File: src/rtl/lpd_pkg.sv
// Shared types and constants for the length-prefixed deframer.
// Holds the counter width, register indexes and the command passed front to back.
// No dependencies.
package lpd_pkg;

    localparam int COUNT_BITS = 16;
    localparam logic [COUNT_BITS-1:0] COUNT_MAX = '1;

    localparam int LEN_BITS = 16;
    localparam int HDR_BITS = 8;
    localparam logic [HDR_BITS-1:0] HDR_MIN = 8'd4;
    // the last position at which the header can still be open
    localparam logic [COUNT_BITS-1:0] HDR_LAST_POS = COUNT_BITS'(254);

    localparam int CFG_IDX_BITS  = 2;
    localparam int CFG_DATA_BITS = 8;

    localparam int QUEUE_DEPTH = 2;   // power of two, pointers wrap naturally
    localparam int QPTR_BITS   = $clog2(QUEUE_DEPTH);
    localparam int QCNT_BITS   = $clog2(QUEUE_DEPTH + 1);

    typedef enum logic [CFG_IDX_BITS-1:0] {
        REG_HEADER_BYTES = 2'd0,
        REG_LENGTH_BE    = 2'd1
    } t_reg_idx;

    localparam logic ACT_DATA   = 1'b0;
    localparam logic ACT_FLUSH  = 1'b1;
    localparam logic KIND_DATA  = 1'b0;
    localparam logic KIND_FLUSH = 1'b1;

    typedef struct packed {
        logic                flush;
        logic [7:0]          data;
        logic [HDR_BITS-1:0] hdr;         // effective header size, at least four
        logic                big_endian;
    } t_cmd;

endpackage

File: src/rtl/lpd_front.sv
// Front end of the deframer: configuration registers and beat classification.
// Turns each accepted input beat into a command for the queue.
// Depends on lpd_pkg.
module lpd_front (
    input  logic                         i_clk,
    input  logic                         i_rst_n,
    input  logic                         i_cfg_we,
    input  logic [lpd_pkg::CFG_IDX_BITS-1:0]  i_cfg_idx,
    input  logic [lpd_pkg::CFG_DATA_BITS-1:0] i_cfg_data,
    input  logic                         i_valid,
    input  logic                         i_action,
    input  logic [7:0]                   i_data_byte,
    input  logic                         i_q_full,
    output logic                         o_stall,
    output logic                         o_push,
    output lpd_pkg::t_cmd                o_cmd
);
    import lpd_pkg::*;

    logic [HDR_BITS-1:0] r_header_bytes;
    logic                r_length_be;

    always_ff @(posedge i_clk) begin
        if (!i_rst_n) begin
            r_header_bytes <= HDR_MIN;
            r_length_be    <= 1'b0;
        end else if (i_cfg_we) begin
            case (i_cfg_idx)
                REG_HEADER_BYTES: r_header_bytes <= i_cfg_data[HDR_BITS-1:0];
                REG_LENGTH_BE:    r_length_be    <= i_cfg_data[0];
                default: ;
            endcase
        end
    end

    always_comb begin
        o_stall        = i_q_full;
        o_push         = i_valid && !i_q_full;
        o_cmd.flush    = (i_action == ACT_FLUSH);
        o_cmd.data     = o_cmd.flush ? 8'd0 : i_data_byte;
        // clamp a short header setting up to the length word size
        o_cmd.hdr      = (r_header_bytes < HDR_MIN) ? HDR_MIN : r_header_bytes;
        o_cmd.big_endian = r_length_be;
    end

endmodule

File: src/rtl/lpd_queue.sv
// Short command queue between the deframer front and back ends.
// Two entries, so either side may stall without holding the other.
// Depends on lpd_pkg.
module lpd_queue (
    input  logic          i_clk,
    input  logic          i_rst_n,
    input  logic          i_push,
    input  lpd_pkg::t_cmd i_cmd,
    output logic          o_full,
    output logic          o_valid,
    input  logic          i_pop,
    output lpd_pkg::t_cmd o_cmd
);
    import lpd_pkg::*;

    t_cmd                 r_mem [QUEUE_DEPTH];
    logic [QPTR_BITS-1:0] r_wr_ptr;
    logic [QPTR_BITS-1:0] r_rd_ptr;
    logic [QCNT_BITS-1:0] r_count;
    logic [QCNT_BITS-1:0] n_count;
    logic                 push;
    logic                 pop;

    always_comb begin
        o_full  = (r_count == QCNT_BITS'(QUEUE_DEPTH));
        o_valid = (r_count != '0);
        push    = i_push && !o_full;
        pop     = i_pop && o_valid;
        n_count = r_count;
        if (push && !pop) begin
            n_count = r_count + 1'b1;
        end else if (pop && !push) begin
            n_count = r_count - 1'b1;
        end
        o_cmd = r_mem[r_rd_ptr];
    end

    always_ff @(posedge i_clk) begin
        if (push) begin
            r_mem[r_wr_ptr] <= i_cmd;
        end
    end

    always_ff @(posedge i_clk) begin
        if (!i_rst_n) begin
            r_wr_ptr <= '0;
            r_rd_ptr <= '0;
            r_count  <= '0;
        end else begin
            if (push) begin
                r_wr_ptr <= r_wr_ptr + 1'b1;
            end
            if (pop) begin
                r_rd_ptr <= r_rd_ptr + 1'b1;
            end
            r_count <= n_count;
        end
    end

endmodule

File: src/rtl/lpd_back.sv
// Back end of the deframer: packet state, length capture and the output register.
// Pops one command per free output slot and marks offsets and packet ends.
// Depends on lpd_pkg.
module lpd_back (
    input  logic          i_clk,
    input  logic          i_rst_n,
    input  logic          i_q_valid,
    input  lpd_pkg::t_cmd i_cmd,
    output logic          o_pop,
    output logic          o_valid,
    input  logic          i_stall,
    output logic          o_kind,
    output logic [7:0]    o_out_byte,
    output logic [15:0]   o_byte_offset,
    output logic          o_packet_end,
    output logic [15:0]   o_partial_count
);
    import lpd_pkg::*;

    logic [COUNT_BITS-1:0] r_seen;
    logic [LEN_BITS-1:0]   r_len_word;
    logic [COUNT_BITS-1:0] r_plen;
    logic                  r_valid;
    logic                  r_kind;
    logic [7:0]            r_byte;
    logic [15:0]           r_offset;
    logic                  r_end;
    logic [15:0]           r_partial;

    logic [COUNT_BITS-1:0] n_seen;
    logic [LEN_BITS-1:0]   n_len_word;
    logic [COUNT_BITS-1:0] n_plen;
    logic [COUNT_BITS:0]   pos1;
    logic [LEN_BITS-1:0]   word;
    logic [LEN_BITS:0]     len;
    logic                  pkt_end;

    always_comb begin
        o_pop = i_q_valid && (!r_valid || !i_stall);
        pos1  = {1'b0, r_seen} + 1'b1;

        // only the low half of the length word is ever used
        word = r_len_word;
        if (r_seen < COUNT_BITS'(4)) begin
            if (i_cmd.big_endian) begin
                word = {r_len_word[7:0], i_cmd.data};
            end else if (r_seen == '0) begin
                word = r_len_word | {8'd0, i_cmd.data};
            end else if (r_seen == COUNT_BITS'(1)) begin
                word = r_len_word | {i_cmd.data, 8'd0};
            end
        end

        n_plen = r_plen;
        len    = {1'b0, word};
        if (r_plen == '0 && pos1 >= (COUNT_BITS+1)'(i_cmd.hdr)) begin
            if (len < (LEN_BITS+1)'(i_cmd.hdr)) begin
                len = (LEN_BITS+1)'(i_cmd.hdr);
            end
            if (len > (LEN_BITS+1)'(COUNT_MAX)) begin
                len = (LEN_BITS+1)'(COUNT_MAX);
            end
            if (len < (LEN_BITS+1)'(pos1)) begin
                len = (LEN_BITS+1)'(pos1);
            end
            n_plen = len[COUNT_BITS-1:0];
        end

        pkt_end    = (n_plen != '0) && (pos1 >= {1'b0, n_plen});
        n_seen     = pos1[COUNT_BITS-1:0];
        n_len_word = word;
        if (i_cmd.flush || pkt_end) begin
            n_seen     = '0;
            n_len_word = '0;
            n_plen     = '0;
        end
    end

    always_ff @(posedge i_clk) begin
        if (!i_rst_n) begin
            r_seen     <= '0;
            r_len_word <= '0;
            r_plen     <= '0;
            r_valid    <= 1'b0;
        end else begin
            if (o_pop) begin
                r_seen     <= n_seen;
                r_len_word <= n_len_word;
                r_plen     <= n_plen;
                r_valid    <= 1'b1;
            end else if (!i_stall) begin
                r_valid <= 1'b0;
            end
        end
    end

    // hold the result while the receiver stalls
    always_ff @(posedge i_clk) begin
        if (o_pop) begin
            r_kind    <= i_cmd.flush ? KIND_FLUSH : KIND_DATA;
            r_byte    <= i_cmd.data;
            r_offset  <= i_cmd.flush ? 16'd0 : 16'(r_seen);
            r_end     <= !i_cmd.flush && pkt_end;
            r_partial <= i_cmd.flush ? 16'(r_seen) : 16'd0;
        end
    end

    assign o_valid         = r_valid;
    assign o_kind          = r_kind;
    assign o_out_byte      = r_byte;
    assign o_byte_offset   = r_offset;
    assign o_packet_end    = r_end;
    assign o_partial_count = r_partial;

`ifndef NO_ASSERTIONS
    a_seen_below_len: assert property (@(posedge i_clk) disable iff (!i_rst_n)
        (r_plen != '0) |-> (r_seen < r_plen))
        else $error("byte count reached packet length without an end");

    a_header_bounded: assert property (@(posedge i_clk) disable iff (!i_rst_n)
        (r_plen == '0) |-> (r_seen <= HDR_LAST_POS))
        else $error("header still open past its largest size");

    a_flush_clears: assert property (@(posedge i_clk) disable iff (!i_rst_n)
        (o_pop && i_cmd.flush) |=> (r_seen == '0 && r_plen == '0 && r_len_word == '0))
        else $error("flush left packet state behind");

    a_end_clears: assert property (@(posedge i_clk) disable iff (!i_rst_n)
        (o_pop && !i_cmd.flush && pkt_end) |=> (r_seen == '0 && r_plen == '0))
        else $error("packet end left packet state behind");
`endif

endmodule

File: src/rtl/length_prefixed_deframer.sv
// Length-prefixed packet deframer, top level.
// Input channel: i_valid / o_stall with i_action and i_data_byte; a beat is taken
// at a clock edge with i_valid high and o_stall low. A data beat carries one stream
// byte, a flush beat ends the current partial packet.
// Output channel: o_valid / i_stall; one result beat per input beat, in order.
// Data beats return the byte, its offset in the packet and o_packet_end on the
// last byte; a flush returns o_kind = 1 with the held byte count, zero included.
// The packet length is the low 16 bits of the 32-bit word in header bytes 0..3,
// little or big endian per register; it counts the header and is never taken
// below the header size.
// Configuration: i_cfg_we writes register i_cfg_idx (0 header bytes, 1 big
// endian) from i_cfg_data; unknown indexes are ignored. Write only while idle.
// Each taken beat passes through the queue and the back-end output register before
// o_valid shows its result. Throughput: one beat per cycle while i_stall is low,
// as the back end updates packet state on every pop.
// A two-entry queue sits between front and back; when the receiver stalls the
// output register holds and the queue fills, then o_stall rises.
// Reset (i_rst_n low, synchronous) empties the queue, clears packet state and
// restores header bytes 4, little endian.
// Depends on lpd_pkg, lpd_front, lpd_queue, lpd_back.
module length_prefixed_deframer (
    input  logic        i_clk,
    input  logic        i_rst_n,
    input  logic        i_cfg_we,
    input  logic [lpd_pkg::CFG_IDX_BITS-1:0]  i_cfg_idx,
    input  logic [lpd_pkg::CFG_DATA_BITS-1:0] i_cfg_data,
    input  logic        i_valid,
    output logic        o_stall,
    input  logic        i_action,
    input  logic [7:0]  i_data_byte,
    output logic        o_valid,
    input  logic        i_stall,
    output logic        o_kind,
    output logic [7:0]  o_out_byte,
    output logic [15:0] o_byte_offset,
    output logic        o_packet_end,
    output logic [15:0] o_partial_count
);
    import lpd_pkg::*;

    t_cmd front_cmd;
    t_cmd head_cmd;
    logic push;
    logic q_full;
    logic q_valid;
    logic pop;

    lpd_front u_front (
        .i_clk       (i_clk),
        .i_rst_n     (i_rst_n),
        .i_cfg_we    (i_cfg_we),
        .i_cfg_idx   (i_cfg_idx),
        .i_cfg_data  (i_cfg_data),
        .i_valid     (i_valid),
        .i_action    (i_action),
        .i_data_byte (i_data_byte),
        .i_q_full    (q_full),
        .o_stall     (o_stall),
        .o_push      (push),
        .o_cmd       (front_cmd)
    );

    lpd_queue u_queue (
        .i_clk   (i_clk),
        .i_rst_n (i_rst_n),
        .i_push  (push),
        .i_cmd   (front_cmd),
        .o_full  (q_full),
        .o_valid (q_valid),
        .i_pop   (pop),
        .o_cmd   (head_cmd)
    );

    lpd_back u_back (
        .i_clk           (i_clk),
        .i_rst_n         (i_rst_n),
        .i_q_valid       (q_valid),
        .i_cmd           (head_cmd),
        .o_pop           (pop),
        .o_valid         (o_valid),
        .i_stall         (i_stall),
        .o_kind          (o_kind),
        .o_out_byte      (o_out_byte),
        .o_byte_offset   (o_byte_offset),
        .o_packet_end    (o_packet_end),
        .o_partial_count (o_partial_count)
    );

endmodule

File: config.mk
export PLATFORM = sky130hd
export DESIGN_NAME = length_prefixed_deframer
export DESIGN_NICKNAME = d
export VERILOG_FILES = /design/src/rtl/lpd_pkg.sv /design/src/rtl/lpd_front.sv /design/src/rtl/lpd_queue.sv /design/src/rtl/lpd_back.sv /design/src/rtl/length_prefixed_deframer.sv
export SDC_FILE = /design/constraint.sdc
export NUM_CORES = 1
export LEC_CHECK = 0
export BUFFER_PORTS_ARGS = -buffer_cell sky130_fd_sc_hd__buf_2
export CAP_MARGIN = 20
export CORE_UTILIZATION = 45
export CTS_CLUSTER_DIAMETER = 80
export CTS_CLUSTER_SIZE = 25
export DETAILED_ROUTE_END_ITERATION = 8
export PLACE_DENSITY_LB_ADDON = 0.25
export SLEW_MARGIN = 40
export SYNTH_ARGS = -nofsm -noshare
export SYNTH_HDL_FRONTEND = slang
export SYNTH_HIERARCHICAL = 1
export SYNTH_SLANG_ARGS = --single-unit
export TNS_END_PERCENT = 100
File: constraint.sdc
create_clock -name i_clk -period 24.2 [get_ports i_clk]
set_clock_uncertainty 0.05 [all_clocks]
set_input_delay 4.84 -clock i_clk [delete_from_list [all_inputs] [get_ports i_clk]]
set_output_delay 4.84 -clock i_clk [all_outputs]
set_load 0.03 [all_outputs]
* Word level (Yosys, flattened, before mapping)
Memory sizes are Yosys's and may differ from the RTL's. A register that Yosys moved wholly into a read port is not among the register bits.
Cells that the tools add are included.
** Storage, ports and cells
- Bits in registers :: 104
- Bits in writable memories :: 36
- Input port bits :: 24
- Logic and storage cells :: 82
- Memories :: 1
** Memory list
- u_queue.r_mem :: depth 2, bits a word 18, rd ports 1, clocked after Yosys merged registers in 1, wr ports 1, RTL line lpd_queue.sv:16 : t_cmd r_mem [QUEUE_DEPTH];
** Operators by class
- $add $sub $neg :: 5
- $lt $le $gt $ge :: 7
- Equal/unequal tests :: 4
- Multiplexer cells :: 24
- Bitwise gates (word level) :: 2
- Reductions and logical operators :: 25
** Operator list (number)
- two-way mux 16 bit :: 10
- two-way mux 17 bit :: 3
- zero test 16 bit :: 2
- adder 16 x 1 -> 17 bit (second input constant) :: 1
- greater-or-equal comparator 17 x 16 -> 1 bit :: 1
- greater-or-equal comparator 17 x 8 -> 1 bit :: 1
- > comparator 17 x 16 -> 1 bit (second input constant) :: 1
- less-than comparator 17 bit :: 1
- equality test 16 x 1 -> 1 bit (second input constant) :: 1
- less-than comparator 16 x 3 -> 1 bit (second input constant) :: 1
- less-than comparator 16 x 8 -> 1 bit :: 1
- two-way mux 8 bit :: 2
- OR 16 bit :: 1
- OR 16 x 8 -> 16 bit :: 1
- nonzero test 16 bit :: 1
- logical AND 1 bit :: 9
- less-than comparator 8 x 3 -> 1 bit (second input constant) :: 1
- two-way mux 1 bit :: 7
- zero test 1 bit :: 6
- two-way mux 2 bit :: 2
- AND reduction 2 bit :: 2
- nonzero test 2 bit :: 2
- adder 1 bit (second input constant) :: 2
- adder 2 x 1 -> 2 bit (second input constant) :: 1
- 6 further kinds :: 7

* Logic depth before layout (Yosys ltp)
- Depth in word-level cells :: 18
- Depth in mapped cells :: 44
- Mapped depth without buffers :: 38

* By module
Netlist, hierarchy kept.
** By module, submodules not included
- lpd_back :: times used 1, cells each 612, area an instance 5640.4 um2, sequential area each 2242.2 um2
- lpd_queue :: times used 1, cells each 81, area an instance 1532.7 um2, sequential area each 1181.1 um2
- lpd_front :: times used 1, cells each 62, area an instance 521.8 um2, sequential area each 180.2 um2

* Worst setup path before layout
OpenSTA, ideal clock, no wires.
- Kind :: register to register
- Start point :: reg (tool-made name)
- End point :: reg u_back.r_len_word[10]
- Library setup time :: 0.060 ns
- Arrival time :: 7.570 ns
- Data required time :: 24.090 ns
- Slack :: 16.521 ns
- Cell stages (with the launch flop) :: 41
- Path buffers :: 5
- Clock period less this slack :: 7.679 ns
- Path through :: dfxtp_1 buf_2 buf_4 mux2_2 clkbuf_1 nor2_1 nor2_1 a22o_1 ha_1 a21o_1 a21oi_1 nor2b_1 a2111oi_0 and4b_1 buf_4 mux2_2 ha_1 or4_1 (+5 left out) mux2i_1 nor2_1 nor2_1 ha_1 nor2b_1 o21a_1 o21a_1 o21a_1 o21a_1 o21ai_0 a21o_1 a21oi_1 o211ai_1 a21oi_1 o31ai_4 and2_2 buf_6 a22o_1
** RTL lines
- end signal: assignment :: RTL line lpd_back.sv:88 : r_len_word <= n_len_word;
- end: declaration :: RTL line lpd_back.sv:21 : logic [LEN_BITS-1:0] r_len_word;

==> impl_metrics.ini <==
[run_status]
status = finished clean

[synth]
yosys.area.top_type = edfxtp_1
synth_commonest_cells = edfxtp_1, dfxtp_1, nand2_1, nor2_1, ha_1
yosysUniqueCellTypes = 77
synth_flop_cell = edfxtp_1
synth_warnings = 6
synth_seq_area_share = 0.468
syn_nets = 829
synth_edf_count = 78
syn-mean-instance-area_um2 = 10.2
synthArstFlopShare = 0
synth_seq_cells = 141
synth.most_common_cell = edfxtp_1
netlist_instances = 755
synth.area.top_cells = edfxtp_1, dfxtp_1, ha_1, mux2_2, nand2_1
yosysTopAreaCellShare = 0.304
syn-cell-area_um2 = 7690

[floorplanning]
dieHeight_um = 133
die_w_um = 133
io_pins = 68
die_area_um2 = 17600
row_count = 47
core_um2 = 16600
initial_core_util = 0.462

[hold_path]
hp-class = register to register

[setup_path]
crit_slowest_cell = dfxtp_1
required_ns = 24.48
slowest_delay_ns = 0.83
crit_arrival_ns = 10.02
crit_fanout = 26
worst_path_most_repeated_cell = o21a_1
cp-end-kind = register
rrSetupSlack_ns = 14.47
critPathBufInv = 1
crit_family = compound AO/OA/AOI/OAI gates
critPathKind = register to register
worstSetupStartpointType = register

[power_and_ir_drop]
max-vdd-ir-drop_uv = 63.5
p_leak_nw = 3.42
power.density_nw_per_um2 = 132
power_mw = 1.15

[drt]
drt-initial-drc-count = 690
first_pass_iters = 8
drc = 0
ant_nets = 0
wl_per_cell_um = 18.7
vias = 5993
finalWirelength_um = 19300
via_per_inst = 5.81

[timing]
maxSlewHeadroom = 0.437
tightest_slew_ns = 0.821
rsz0062_at_grt = no
slew_violations = 0
min_period_ns = 9.73
finalSetupViolations = 0
hold_viol_final = 0
fin_crit_sh = 0.402
fin_tns_setup_ns = 0
holdWs_ns = 0.398
max_freq_ghz = 0.103
worst_slack_ns = 14.47

[final_layout]
diodes = 0
drive_gt1_frac = 0.179
syn_to_final_growth_pct = 12.9
final_nets = 873
postLayoutCellArea_um2 = 8690
nFillCells = 1502

[cts]
ctsResizeCount = 0
clockBufferDepth = 2
cts_tree = yes
cts_max_level = 4
root_buffer = clkbuf_16
holdBufCountCts = 0
cts_inserted_buffers = 17
clk_pin_slew_worst_paths_ns = 0.06
clkLatencyLatePin_ns = 0.42
cts_sinks = 141
cts_setup_buffers = 0

[global_routing]
grt_pass1_vias = 5735
grt_usage = 0.230
antenna_found_initial = 0
grt_max_degree = 46
grt_pass1_wl_um = 30800
gr-total-overflow = 0

[placed_design]
post-place-ws_ns = 14.63
dpl_cell_area_um2 = 8110
gp_congestion = 1.00
dpl.hpwl_um = 14500
port_buffers = 67

[run]
drv_cap = 0
routing by layer:
layer  global-route usage  vias up  share of wire
met4                0.101        0          0.024
li1                     -     2851              -
met3               0.0494       33          0.069
met1                0.299     2880           0.44
met2                0.369      229           0.47
met5                    0        -              0
placed cells by master, fill, tap and decap left out, drive strengths merged, types with 4 or more instances in the layout:
cell type  instances
a2111oi            4
a21boi             7
a21o               6
a21oi             36
a22o              20
a31oi              9
a41oi              4
and2              23
and3               6
buf               72
clkbuf            20
clkinvlp           5
dfxtp             63
edfxtp            78
ha                50
inv               39
mux2              24
mux2i             12
nand2             62
nand2b             5
nand3             15
nand4             16
nor2              54
nor2b             27
nor3               7
nor4              13
o211ai             4
o21a               8
o21ai             45
o22a               4
o22ai              4
or2                5
or3                6
xnor2             13
xor2               4
state kept, by name, indices dropped and copies added (netlist names), named ones only:
register                flops
u_back/o_byte_offset       16
u_back/o_kind               1
u_back/o_out_byte           8
u_back/o_packet_end         1
u_back/o_partial_count     16
u_back/o_valid              1
u_back/r_len_word          16
u_back/r_plen              16
u_back/r_seen              16
u_front/r_header_bytes      8
u_front/r_length_be         1
u_queue/r_count             2
u_queue/r_mem              36
u_queue/r_rd_ptr            1
u_queue/r_wr_ptr            1
worst paths after layout:
| kind | cells after the start | end | startpoint |
|---|---|---|---|
| worst min-delay path | 2 | u_back/r_len_word[15] | u_back/r_len_word[15] |
| worst max register to register | 35 | u_back/r_plen[3] | register |
| worst max-delay path | 35 | u_back/r_plen[3] | register |
| worst min register to register | 2 | u_back/r_len_word[15] | u_back/r_len_word[15] |
metrics by stage:
stage	instances	util
after floorplan	755	-
after global placement	1000	0.487
after detailed placement	1000	0.487
after CTS	1032	0.522
after global routing	1032	0.522
final	1032	0.522
report_power, final:
part	total [mW]	internal (mW)	switching [mW]
clock network	0.253	0.152	0.101
logic	0.548	0.190	0.358
registers	0.347	0.321	0.0257
final cells by class:
class / instances / area [um^2] / area share
clock buffers: 20 / 437 / 0.0503
clock inverters: 12 / 139 / 0.0160
inverters: 37 / 141 / 0.0163
multi-input cells: 530 / 3720 / 0.428
flip-flops and latches: 141 / 3600 / 0.415
well taps: 220 / 275 / 0.0317
repair buffers: 72 / 373 / 0.0429
worst reg2reg max path: cells and delay by family, from the launching register on:
kind | cells | cell delay, ns
buffers and inverters | 1 | 0.13
AND/OR/NAND/NOR | 10 | 3.00
multiplexers | 4 | 1.28
adder cells (fa/ha/maj) | 3 | 0.89
AO/OA/AOI/OAI | 17 | 3.47
flip-flops | 1 | 0.83
cells by family (layout without fill, tap and decap cells):
group / count (synthesis) / count (layout) / share of synthesized area
and+or+nand+nor: 254 / 254 / 0.178
AOI/OAI and AO/OA: 173 / 173 / 0.152
DFF: 141 / 141 / 0.468
buffers and inverters: 84 / 141 / 0.0486
adders and majority gates: 50 / 50 / 0.0813
muxes: 36 / 36 / 0.0517
xor gates and xnor gates: 17 / 17 / 0.0193
No activity file was read; power rests on OpenSTA's default activity.
